==> config.mk <==
export PLATFORM = sky130hd
export DESIGN_NAME = blake2s_hash_engine_top
export DESIGN_NICKNAME = d
export VERILOG_FILES = /design/src/hw/rtl/b2s_pkg.sv /design/src/hw/rtl/b2s_g_unit.sv /design/src/hw/rtl/blake2s_hash_engine_top.sv
export SDC_FILE = /design/constraint.sdc
export NUM_CORES = 2
export LEC_CHECK = 0
export BUFFER_PORTS_ARGS = -buffer_cell sky130_fd_sc_hd__buf_2
export CAP_MARGIN = 25
export CORE_AREA = 2 2 390 392
export DETAILED_ROUTE_END_ITERATION = 8
export DIE_AREA = 0 0 392 394
export MAX_ROUTING_LAYER = met4
export PLACE_DENSITY_LB_ADDON = 0.05
export SLEW_MARGIN = 10
export SYNTH_ARGS = -nofsm -noshare
export SYNTH_HDL_FRONTEND = slang
export SYNTH_SLANG_ARGS = --single-unit
==> constraint.sdc <==
create_clock -name clk -period 14.8 [get_ports clk]
set_input_delay 2.22 -clock clk [delete_from_list [all_inputs] [get_ports clk]]
set_output_delay 2.22 -clock clk [all_outputs]
set_load 0.01 [all_outputs]
==> src/hw/rtl/b2s_pkg.sv <==
package b2s_pkg;

  localparam int unsigned NumRounds = 10;

  localparam logic [2:0] CfgDigestLength = 3'd0;
  localparam logic [2:0] CfgKeyLength    = 3'd1;
  localparam logic [2:0] CfgLastNode     = 3'd2;
  localparam logic [2:0] CfgKeyWordA     = 3'd3;
  localparam logic [2:0] CfgKeyWordB     = 3'd4;
  localparam logic [2:0] CfgKeyWordC     = 3'd5;
  localparam logic [2:0] CfgKeyWordD     = 3'd6;

  localparam int unsigned DefDigestLength = 32;

  function automatic logic [31:0] iv_word(input logic [2:0] idx);
    logic [31:0] r;
    begin
      case (idx)
        3'd0: r = 32'h6A09E667;
        3'd1: r = 32'hBB67AE85;
        3'd2: r = 32'h3C6EF372;
        3'd3: r = 32'hA54FF53A;
        3'd4: r = 32'h510E527F;
        3'd5: r = 32'h9B05688C;
        3'd6: r = 32'h1F83D9AB;
        default: r = 32'h5BE0CD19;
      endcase
      return r;
    end
  endfunction

  // Message schedule: word index for round r, slot s (0..15).
  function automatic logic [3:0] sigma(input logic [3:0] r, input logic [3:0] s);
    logic [63:0] row;
    begin
      case (r)
        4'd0: row = 64'hFEDCBA9876543210;
        4'd1: row = 64'h357B20C16DF984AE;
        4'd2: row = 64'h491763EADF250C8B;
        4'd3: row = 64'h8F04A562EBCD1397;
        4'd4: row = 64'hD386CB1EFA427509;
        4'd5: row = 64'h91EF57D438B0A6C2;
        4'd6: row = 64'hB8293670A4DEF15C;
        4'd7: row = 64'hA2684F05931CE7BD;
        4'd8: row = 64'h5A417D2C803B9EF6;
        default: row = 64'h0DC3E9BF5167482A;
      endcase
      return row[{s, 2'b00} +: 4];
    end
  endfunction

  typedef struct packed {
    logic [3:0] round;
    logic [2:0] gidx;
  } g_ctrl_t;

endpackage

==> src/hw/rtl/b2s_g_unit.sv <==
// One half of the G function per call: an add-xor-rotate sweep over a, b, c, d.
module b2s_g_unit (
  input  logic [31:0] a_i,
  input  logic [31:0] b_i,
  input  logic [31:0] c_i,
  input  logic [31:0] d_i,
  input  logic [31:0] m_i,
  input  logic        second_i,
  output logic [31:0] a_o,
  output logic [31:0] b_o,
  output logic [31:0] c_o,
  output logic [31:0] d_o
);
  logic [31:0] a1, dx, d1, c1, bx, b1;

  always_comb begin
    a1 = a_i + b_i + m_i;
    dx = d_i ^ a1;
    d1 = second_i ? {dx[7:0], dx[31:8]} : {dx[15:0], dx[31:16]};
    c1 = c_i + d1;
    bx = b_i ^ c1;
    b1 = second_i ? {bx[6:0], bx[31:7]} : {bx[11:0], bx[31:12]};
    a_o = a1;
    b_o = b1;
    c_o = c1;
    d_o = d1;
  end
endmodule

==> src/hw/rtl/blake2s_hash_engine_top.sv <==
// BLAKE2s hasher. Each input transaction carries up to four message bytes;
// the hasher takes it in the idle state, then absorbs its bytes one at a
// time before it returns to idle.
// When a byte arrives after a full 64-byte block, that block is compressed
// first: 10 rounds x 8 G functions x 2 half steps through one shared G
// unit, with a setup state before and a feed-forward state after. The end-of-message
// transaction compresses the padded last block the same way and then
// presents ceil(eff_dl/4) digest transactions, one per accepted
// output. The input is not ready while a compression or digest output runs.
module blake2s_hash_engine_top (
  input  logic        clk,
  input  logic        rst_n,
  input  logic        in_valid,
  output logic        in_ready,
  input  logic [31:0] in_data_word,
  input  logic [2:0]  in_byte_count,
  input  logic        in_end_of_message,
  output logic        out_valid,
  input  logic        out_ready,
  output logic [31:0] out_digest_word,
  output logic [2:0]  out_word_index,
  output logic        out_last_word,
  input  logic        cfg_we,
  input  logic [2:0]  cfg_index,
  input  logic [63:0] cfg_data
);
  typedef enum logic [2:0] {
    S_IDLE, S_ABSORB, S_CINIT, S_CRUN, S_CFIN, S_OUT
  } state_t;

  state_t       state_r;
  logic [5:0]   dlen_r, klen_r;
  logic         lnode_r;
  logic [63:0]  key_r [4];
  logic [31:0]  h_r [8];
  logic [31:0]  m_r [16];
  logic [31:0]  v_r [16];
  logic [6:0]   buf_r;
  logic [63:0]  tot_r;
  logic         open_r;
  logic [31:0]  dat_r;
  logic [2:0]   cnt_r, bi_r;
  logic         eom_r, final_r;
  logic         half_r;
  b2s_pkg::g_ctrl_t gc_r;
  logic [2:0]   oi_r;
  logic [5:0]   odl_r;

  logic [5:0] eff_dl, eff_kl;
  always_comb begin
    eff_dl = (dlen_r == 6'd0) ? 6'd1 : (dlen_r > 6'd32 ? 6'd32 : dlen_r);
    eff_kl = (klen_r > 6'd32) ? 6'd32 : klen_r;
  end

  // G operand selection
  logic [3:0] ia, ib, ic, id;
  logic [31:0] ga, gb, gc, gd, gm;
  always_comb begin
    if (!gc_r.gidx[2]) begin
      ia = {2'b00, gc_r.gidx[1:0]};
      ib = 4'd4 + {2'b00, gc_r.gidx[1:0]};
      ic = 4'd8 + {2'b00, gc_r.gidx[1:0]};
      id = 4'd12 + {2'b00, gc_r.gidx[1:0]};
    end else begin
      ia = {2'b00, gc_r.gidx[1:0]};
      ib = 4'd4 + {2'b00, gc_r.gidx[1:0] + 2'd1};
      ic = 4'd8 + {2'b00, gc_r.gidx[1:0] + 2'd2};
      id = 4'd12 + {2'b00, gc_r.gidx[1:0] + 2'd3};
    end
  end
  assign gm = m_r[b2s_pkg::sigma(gc_r.round, {gc_r.gidx, half_r})];

  b2s_g_unit u_g (
    .a_i(v_r[ia]), .b_i(v_r[ib]), .c_i(v_r[ic]), .d_i(v_r[id]),
    .m_i(gm), .second_i(half_r),
    .a_o(ga), .b_o(gb), .c_o(gc), .d_o(gd)
  );

  assign in_ready = (state_r == S_IDLE);

  always_ff @(posedge clk) begin
    if (!rst_n) begin
      state_r <= S_IDLE;
      dlen_r  <= 6'(b2s_pkg::DefDigestLength);
      klen_r  <= '0;
      lnode_r <= 1'b0;
      for (int i = 0; i < 4; i++) key_r[i] <= '0;
      for (int i = 0; i < 8; i++) h_r[i] <= '0;
      buf_r   <= '0;
      tot_r   <= '0;
      open_r  <= 1'b0;
      out_valid <= 1'b0;
      gc_r    <= '0;
      half_r  <= 1'b0;
    end else begin
      if (cfg_we) begin
        case (cfg_index)
          b2s_pkg::CfgDigestLength: dlen_r <= cfg_data[5:0];
          b2s_pkg::CfgKeyLength:    klen_r <= cfg_data[5:0];
          b2s_pkg::CfgLastNode:     lnode_r <= cfg_data[0];
          b2s_pkg::CfgKeyWordA:     key_r[0] <= cfg_data;
          b2s_pkg::CfgKeyWordB:     key_r[1] <= cfg_data;
          b2s_pkg::CfgKeyWordC:     key_r[2] <= cfg_data;
          b2s_pkg::CfgKeyWordD:     key_r[3] <= cfg_data;
          default: ;
        endcase
      end
      case (state_r)
        S_IDLE: begin
          if (in_valid) begin
            dat_r <= in_data_word;
            cnt_r <= (in_byte_count > 3'd4) ? 3'd4 : in_byte_count;
            eom_r <= in_end_of_message;
            bi_r  <= '0;
            if (!open_r) begin
              for (int i = 1; i < 8; i++) h_r[i] <= b2s_pkg::iv_word(3'(i));
              h_r[0] <= b2s_pkg::iv_word(3'd0) ^
                        {8'h01, 8'h01, 2'b00, eff_kl, 2'b00, eff_dl};
              tot_r <= '0;
              open_r <= 1'b1;
              // The whole block is rewritten here, key bytes or zeros.
              for (int i = 0; i < 16; i++) begin
                if (i < 8) begin
                  for (int j = 0; j < 4; j++) begin
                    m_r[i][8*j +: 8] <= (6'(4*i+j) < eff_kl) ?
                      key_r[i/2][8*(4*(i%2)+j) +: 8] : 8'h00;
                  end
                end else begin
                  m_r[i] <= '0;
                end
              end
              buf_r <= (eff_kl != 6'd0) ? 7'd64 : 7'd0;
            end
            state_r <= S_ABSORB;
          end
        end
        S_ABSORB: begin
          if (bi_r < cnt_r) begin
            if (buf_r[6]) begin
              tot_r   <= tot_r + 64'd64;
              final_r <= 1'b0;
              state_r <= S_CINIT;
            end else begin
              if (buf_r[1:0] == 2'd0) m_r[buf_r[5:2]] <= {24'h0, dat_r[7:0]};
              else m_r[buf_r[5:2]][{buf_r[1:0], 3'b000} +: 8] <= dat_r[7:0];
              dat_r <= {8'h00, dat_r[31:8]};
              bi_r  <= bi_r + 3'd1;
              buf_r <= buf_r + 7'd1;
            end
          end else if (eom_r) begin
            tot_r <= tot_r + {57'd0, buf_r};
            for (int i = 0; i < 16; i++) begin
              for (int j = 0; j < 4; j++) begin
                if (7'(4*i+j) >= buf_r) m_r[i][8*j +: 8] <= 8'h00;
              end
            end
            final_r <= 1'b1;
            state_r <= S_CINIT;
          end else begin
            state_r <= S_IDLE;
          end
        end
        S_CINIT: begin
          for (int i = 0; i < 8; i++) begin
            v_r[i]   <= h_r[i];
            v_r[i+8] <= b2s_pkg::iv_word(3'(i));
          end
          v_r[12] <= b2s_pkg::iv_word(3'd4) ^ tot_r[31:0];
          v_r[13] <= b2s_pkg::iv_word(3'd5) ^ tot_r[63:32];
          v_r[14] <= b2s_pkg::iv_word(3'd6) ^ {32{final_r}};
          v_r[15] <= b2s_pkg::iv_word(3'd7) ^ {32{final_r & lnode_r}};
          gc_r    <= '0;
          half_r  <= 1'b0;
          state_r <= S_CRUN;
        end
        S_CRUN: begin
          v_r[ia] <= ga;
          v_r[ib] <= gb;
          v_r[ic] <= gc;
          v_r[id] <= gd;
          half_r <= ~half_r;
          if (half_r) begin
            gc_r.gidx <= gc_r.gidx + 3'd1;
            if (gc_r.gidx == 3'd7) begin
              gc_r.round <= gc_r.round + 4'd1;
              if (gc_r.round == 4'(b2s_pkg::NumRounds - 1)) state_r <= S_CFIN;
            end
          end
        end
        S_CFIN: begin
          for (int i = 0; i < 8; i++) h_r[i] <= h_r[i] ^ v_r[i] ^ v_r[i+8];
          if (final_r) begin
            open_r    <= 1'b0;
            oi_r      <= '0;
            odl_r     <= eff_dl;
            out_valid <= 1'b1;
            state_r   <= S_OUT;
          end else begin
            buf_r   <= '0;
            state_r <= S_ABSORB;
          end
        end
        S_OUT: begin
          if (out_ready) begin
            if (out_last_word) begin
              out_valid <= 1'b0;
              state_r   <= S_IDLE;
            end else begin
              oi_r <= oi_r + 3'd1;
            end
          end
        end
        default: state_r <= S_IDLE;
      endcase
    end
  end

  logic [5:0] have;
  always_comb begin
    have = odl_r - {1'b0, oi_r, 2'b00};
    out_word_index = oi_r;
    out_last_word  = (have <= 6'd4);
    case (have)
      6'd1: out_digest_word = {24'h0, h_r[oi_r][7:0]};
      6'd2: out_digest_word = {16'h0, h_r[oi_r][15:0]};
      6'd3: out_digest_word = {8'h0, h_r[oi_r][23:0]};
      default: out_digest_word = h_r[oi_r];
    endcase
  end

  a_out_only_in_out: assert property (@(posedge clk) disable iff (!rst_n)
    out_valid |-> state_r == S_OUT) else $error("out_valid outside output phase");
  a_no_ready_busy: assert property (@(posedge clk) disable iff (!rst_n)
    in_ready |-> !out_valid) else $error("ready while presenting digest");
  a_buf_range: assert property (@(posedge clk) disable iff (!rst_n)
    buf_r <= 7'd64) else $error("buffer count overflow");
endmodule

* Yosys cells after proc, flatten, opt, wreduce, memory -nomap -nowiden
Memories as Yosys holds them, arrays and structs flattened. A register that Yosys moved wholly into a read port is not among the register bits.
Cells that the tools add are included.
** Storage, ports and cells
- Memories :: 5
- Flip-flop bits (word level) :: 146
- Memory bits (read-only) :: 1024
- RAM bits :: 1536
- Logic and storage cells :: 1059
- Output and inout bits :: 38
- Input bits :: 108
** Operators by class
- Reductions and logical operators :: 32
- Add/sub/neg operators :: 21
- Eq/ne operators :: 31
- Mux-type cells :: 702
- $lt $le $gt $ge :: 101
- Bitwise logic cells :: 145
- Shift operators :: 3
** Memories
- (name not given) :: words 16, width 64, read ports 1, clocked after Yosys merged registers in 1, write ports 0, RTL line b2s_pkg.sv:36 : case (r)
- m_r :: words 16, width 32, read ports 1, clocked after Yosys merged registers in 0, write ports 16, RTL line blake2s_hash_engine_top.sv:36 : logic [31:0] m_r [16];
- v_r :: words 16, width 32, read ports 20, clocked after Yosys merged registers in 1, write ports 16, RTL line blake2s_hash_engine_top.sv:37 : logic [31:0] v_r [16];
- h_r :: words 8, width 32, read ports 9, clocked after Yosys merged registers in 1, write ports 8, RTL line blake2s_hash_engine_top.sv:35 : logic [31:0] h_r [8];
- key_r :: words 4, width 64, read ports 4, clocked after Yosys merged registers in 0, write ports 4, RTL line blake2s_hash_engine_top.sv:34 : logic [63:0] key_r [4];
** Operator list (count)
- $mux W32 :: 76
- $mux W8 :: 96
- $mux W64 :: 9
- $xor A32 B32 Y32 :: 18
- $mux W1 :: 470
- $ge A6 B7 Y1 const A :: 32
- $reduce_or A32 Y1 :: 5
- $pmux W64 S2 :: 1
- $or A1 B1 Y1 :: 120
- $ge A5 B7 Y1 const A :: 16
- $add A32 B32 Y32 :: 3
- $lt A5 B6 Y1 const A :: 16
- $pmux W32 S3 :: 1
- $add A64 B7 Y64 :: 1
- $add A64 B7 Y64 const B :: 1
- $pmux W32 S2 :: 1
- $shiftx A64 B7 Y4 :: 1
- $ge A4 B7 Y1 const A :: 8
- $mux W4 :: 13
- $mux W7 :: 7
- $lt A4 B6 Y1 const A :: 8
- $mux W3 :: 16
- $not A16 Y16 :: 2
- $shift A8 B7 Y32 const A :: 1
- other kinds (53) :: 113

* Longest topological paths before layout
An unclocked memory read counts as a cell.
- Depth in word-level cells :: 12
- Depth in mapped cells :: 43
- Mapped depth without buffers :: 36

* Hierarchy
Synthesis repeated with hierarchy kept, for this count alone.
** Second synthesis, totals
- Cell total of the unflattened synthesis :: 7558
- Area, all modules :: 90675.7 µm²
** By module, submodules not included
- blake2s_hash_engine_top :: area an instance 85415.7 µm², instances 1, cells an instance 6899, sequential area each 50258.2 µm²
- b2s_g_unit :: area an instance 5260.0 µm², instances 1, cells an instance 659, sequential area each 0.0 µm²

* Worst setup path before layout
OpenSTA, ideal clock, no wires.
- Path type :: register to register
- Start :: register gc_r[0] in the netlist's numbering
- End :: memory v_r[4][19], data pin
- Library setup time :: 294 ps
- Required time :: 14506 ps
- Arrival :: 8973 ps
- Path slack :: 5533 ps
- Clock period less this slack :: 9267 ps
- Stages on the path, launching flop included :: 40
- Path buffers :: 5
- Cell sequence :: dfxtp_1 > buf_6 > mux4_2 > mux4_2 > buf_4 > buf_1 > buf_1 > mux4_2 > mux2i_1 > nor2_1 > a21oi_1 > fa_1 > inv_1 > ha_1 > a211oi_1 > o21ai_0 > a21oi_1 > a21oi_1 > [... 4 more ...] > xnor2_1 > xor2_1 > o21ai_0 > inv_1 > ha_1 > o21ai_0 > a21oi_1 > nor3_1 > or2b_1 > o311ai_1 > a31oi_1 > a211oi_2 > o211a_1 > buf_4 > a21oi_1 > nor4b_4 > mux2i_1 > a31oi_1
** RTL lines
- from (decl) :: RTL line blake2s_hash_engine_top.sv:45 : b2s_pkg::g_ctrl_t gc_r;
- to (decl) :: RTL line blake2s_hash_engine_top.sv:37

==> impl_metrics.env <==
export IMPL_synth_top_area_share=0.5085
export IMPL_setup_tns_ns=0
export IMPL_cp_required_ns=15.34
export IMPL_postPlaceCellArea_um2=92960
export IMPL_fp_dieW_um=392
export IMPL_grt_pass1_wl_um=478300
export IMPL_p_per_area_nw_per_um2=153.9
export IMPL_syn_area_um2=89820
export IMPL_fp_row_count=143
export IMPL_hp_class="flip-flop to flip-flop"
export IMPL_clk_latency_ns=0.87
export IMPL_vias_per_cell=6.762
export IMPL_syn_avg_cell_area_um2=11.72
export IMPL_fin_crit_sh=0.8769
export IMPL_portBuffers=145
export IMPL_clockBufferDepth=3
export IMPL_synth_distinct_cells=97
export IMPL_worst_slew_pin_slew_ns=1.248
export IMPL_fmax_mhz=77.05
export IMPL_synth_fp_nets=7899
export IMPL_totalWireLength_um=340500
export IMPL_leakage_nw=35.29
export IMPL_critPathKind="flip-flop to flip-flop"
export IMPL_ys_flop_type="edfxtp_1"
export IMPL_avgRoutedWirePerCell_um=34.35
export IMPL_antenna_found_initial=13
export IMPL_dpl_hpwl_um=240100
export IMPL_design_area_um2=99130
export IMPL_synth_most_common_cell="edfxtp_1"
export IMPL_h_tree_depth=4
export IMPL_cp_end_kind="flip-flop"
export IMPL_hold_viol=0
export IMPL_fp_dieArea_um2=154400
export IMPL_initial_core_util=0.5962
export IMPL_grt_ovfl_total=0
export IMPL_vias=67020
export IMPL_nets=7952
export IMPL_die_h_um=394
export IMPL_final_cells=9912
export IMPL_ys_seq_area_frac=0.5595
export IMPL_power_mw=15.26
export IMPL_worst_path_max_delay_cell="mux4_4"
export IMPL_synth_seq_cells=1750
export IMPL_post_route_drc_count=0
export IMPL_grt_pass1_vias=63980
export IMPL_cts_tree="yes"
export IMPL_area_delta_synth_final_pct=10.36
export IMPL_cts_resized=0
export IMPL_synth_cells=7663
export IMPL_synthArstFlopShare=0
export IMPL_post_cts_setup_buffers=0
export IMPL_synthTopCellsByArea="edfxtp_1, mux4_2, dfxtp_1"
export IMPL_yosys_area_top_type="edfxtp_1"
export IMPL_fin_skew_ns=0.05641
export IMPL_fillers=11540
export IMPL_cap_violations=0
export IMPL_synthTopCellsByCount="edfxtp_1, nand2_1, nor2_1"
export IMPL_crit_path_max_fanout=42
export IMPL_final_util=0.6580
export IMPL_status="finished clean"
export IMPL_grtUsageTotal=0.4544
export IMPL_arrival_ns=13.51
export IMPL_place_gp_congestion=1.114
export IMPL_core_area_um2=150700
export IMPL_maxSlewViolCount=0
export IMPL_grt_max_degree=71
export IMPL_clk_pin_slew_ns=0.06
export IMPL_critPathLaunchType="flip-flop"
export IMPL_cts_root_buf="clkbuf_16"
export IMPL_finalSetupViolCount=0
export IMPL_dr_pass1_iters=9
export IMPL_ant_nets=0
export IMPL_io_pins=146
export IMPL_drive_gt1_frac=0.1398
export IMPL_synth_edf_count=1521
export IMPL_cts_sinks=1750
export IMPL_cts_made_buffers=185
export IMPL_fin_crit_ns=12.98
export IMPL_worst_ir_drop_vdd_v=0.0001541
export IMPL_dp_cells=9546
export IMPL_rsz0062_at_grt="no"
export IMPL_first_iter_violations=9835
export IMPL_slowest_delay_ns=1.01
export IMPL_cts_hold_fix_buffers=0
export IMPL_max_slew_margin=0.1677
export IMPL_yosysWarningCount=0
## where the power goes
| group | switching (mW) | total [mW] | internal [mW] |
|---|---|---|---|
| logic | 3.30 | 4.61 | 1.31 |
| registers | 0.217 | 5.98 | 5.76 |
| clock network | 2.05 | 4.66 | 2.61 |
## metrics by stage
stage	setup WS, ns	hold slack (ns)
after CTS	2.188	0.5056
after global routing	1.552	0.5281
final	1.822	0.4994
after global placement	2.371	0.4791
after detailed placement	2.267	0.4892
after floorplan	5.533	0.4540
## sequential cells by signal, summed over array words and instances (netlist names), 3 cells and up, named ones only
signal,count
bi_r,3
buf_r,7
cnt_r,3
dat_r,32
dlen_r,6
gc_r,7
h_r,256
key_r,256
klen_r,6
m_r,512
odl_r,6
out_word_index,3
state_r,3
tot_r,64
v_r,512
## final cells by class
| cell class | count | area (um^2) | share of cell area |
|---|---|---|---|
| diodes | 11 | 27.53 | 0.0002777 |
| clock buffers | 267 | 5201 | 0.05247 |
| clock inverters | 75 | 813.3 | 0.008204 |
| inverters | 189 | 718.2 | 0.007245 |
| multi-input cells | 5269 | 37420 | 0.3775 |
| flip-flops and latches | 1750 | 50280 | 0.5072 |
| well taps | 2030 | 2540 | 0.02562 |
| repair buffers | 321 | 2126 | 0.02144 |
## logic make-up after synthesis
logic type	count (synthesis)	synth area share
buf+inv	644	0.02839
fa+ha+maj	129	0.02087
mux	525	0.1059
simple gates	2516	0.1226
flops	1750	0.5595
compound gates	1407	0.09401
xor+xnor	692	0.06864
## worst paths after layout
path | startpoint | to | slack (ns) | cells past startpoint
setup / recovery | gc_r[1] | v_r[5][11] | 1.82 | 31
hold / removal | tot_r[37] | tot_r[37] | 0.50 | 2
setup reg to reg | gc_r[1] | v_r[5][11] | 1.82 | 31
hold reg to reg | tot_r[37] | tot_r[37] | 0.50 | 2
## placed cells by master (no fill, tap or decap), types with 33 or more instances in the layout
cell,Yosys,routed
nand2_1,1005,979
clkbuf_1,375,58
nor2_1,823,812
and3_1,33,33
buf_4,10,163
edfxtp_1,1521,1521
a31oi_1,64,64
dfxtp_1,229,222
a32o_1,72,72
nor3_1,69,62
clkbuf_16,0,189
inv_1,184,182
o22ai_1,33,33
xnor2_1,290,290
a21o_1,61,61
xor2_1,394,394
fa_1,35,35
nor2b_1,37,37
o31ai_1,35,34
nand3_1,110,107
ha_1,93,93
buf_2,3,149
a21oi_1,339,338
mux4_2,332,329
nand2b_1,37,37
mux2_2,68,68
mux2i_1,123,122
and2_1,280,280
o21ai_0,593,585
## critical path, delay by kind of cell, from the launching register on
kind                     cells  cell delay (ns)
buffers and inverters        4             1.23
flip-flops                   1             0.99
XOR/XNOR                     2             0.73
adder cells (fa/ha/maj)      3             1.31
AND/OR/NAND/NOR              4             0.81
multiplexers                 4             2.43
AO/OA/AOI/OAI               14             5.04
## routing by layer
layer	up-vias	global-route usage	wire, um
li1	27880	-	-
met1	32630	0.5542	116600
met2	5189	0.6540	149800
met3	1325	0.1076	40450
met4	0	0.3507	33670
met5	-	-	0
(Power assumes the default switching activity.)
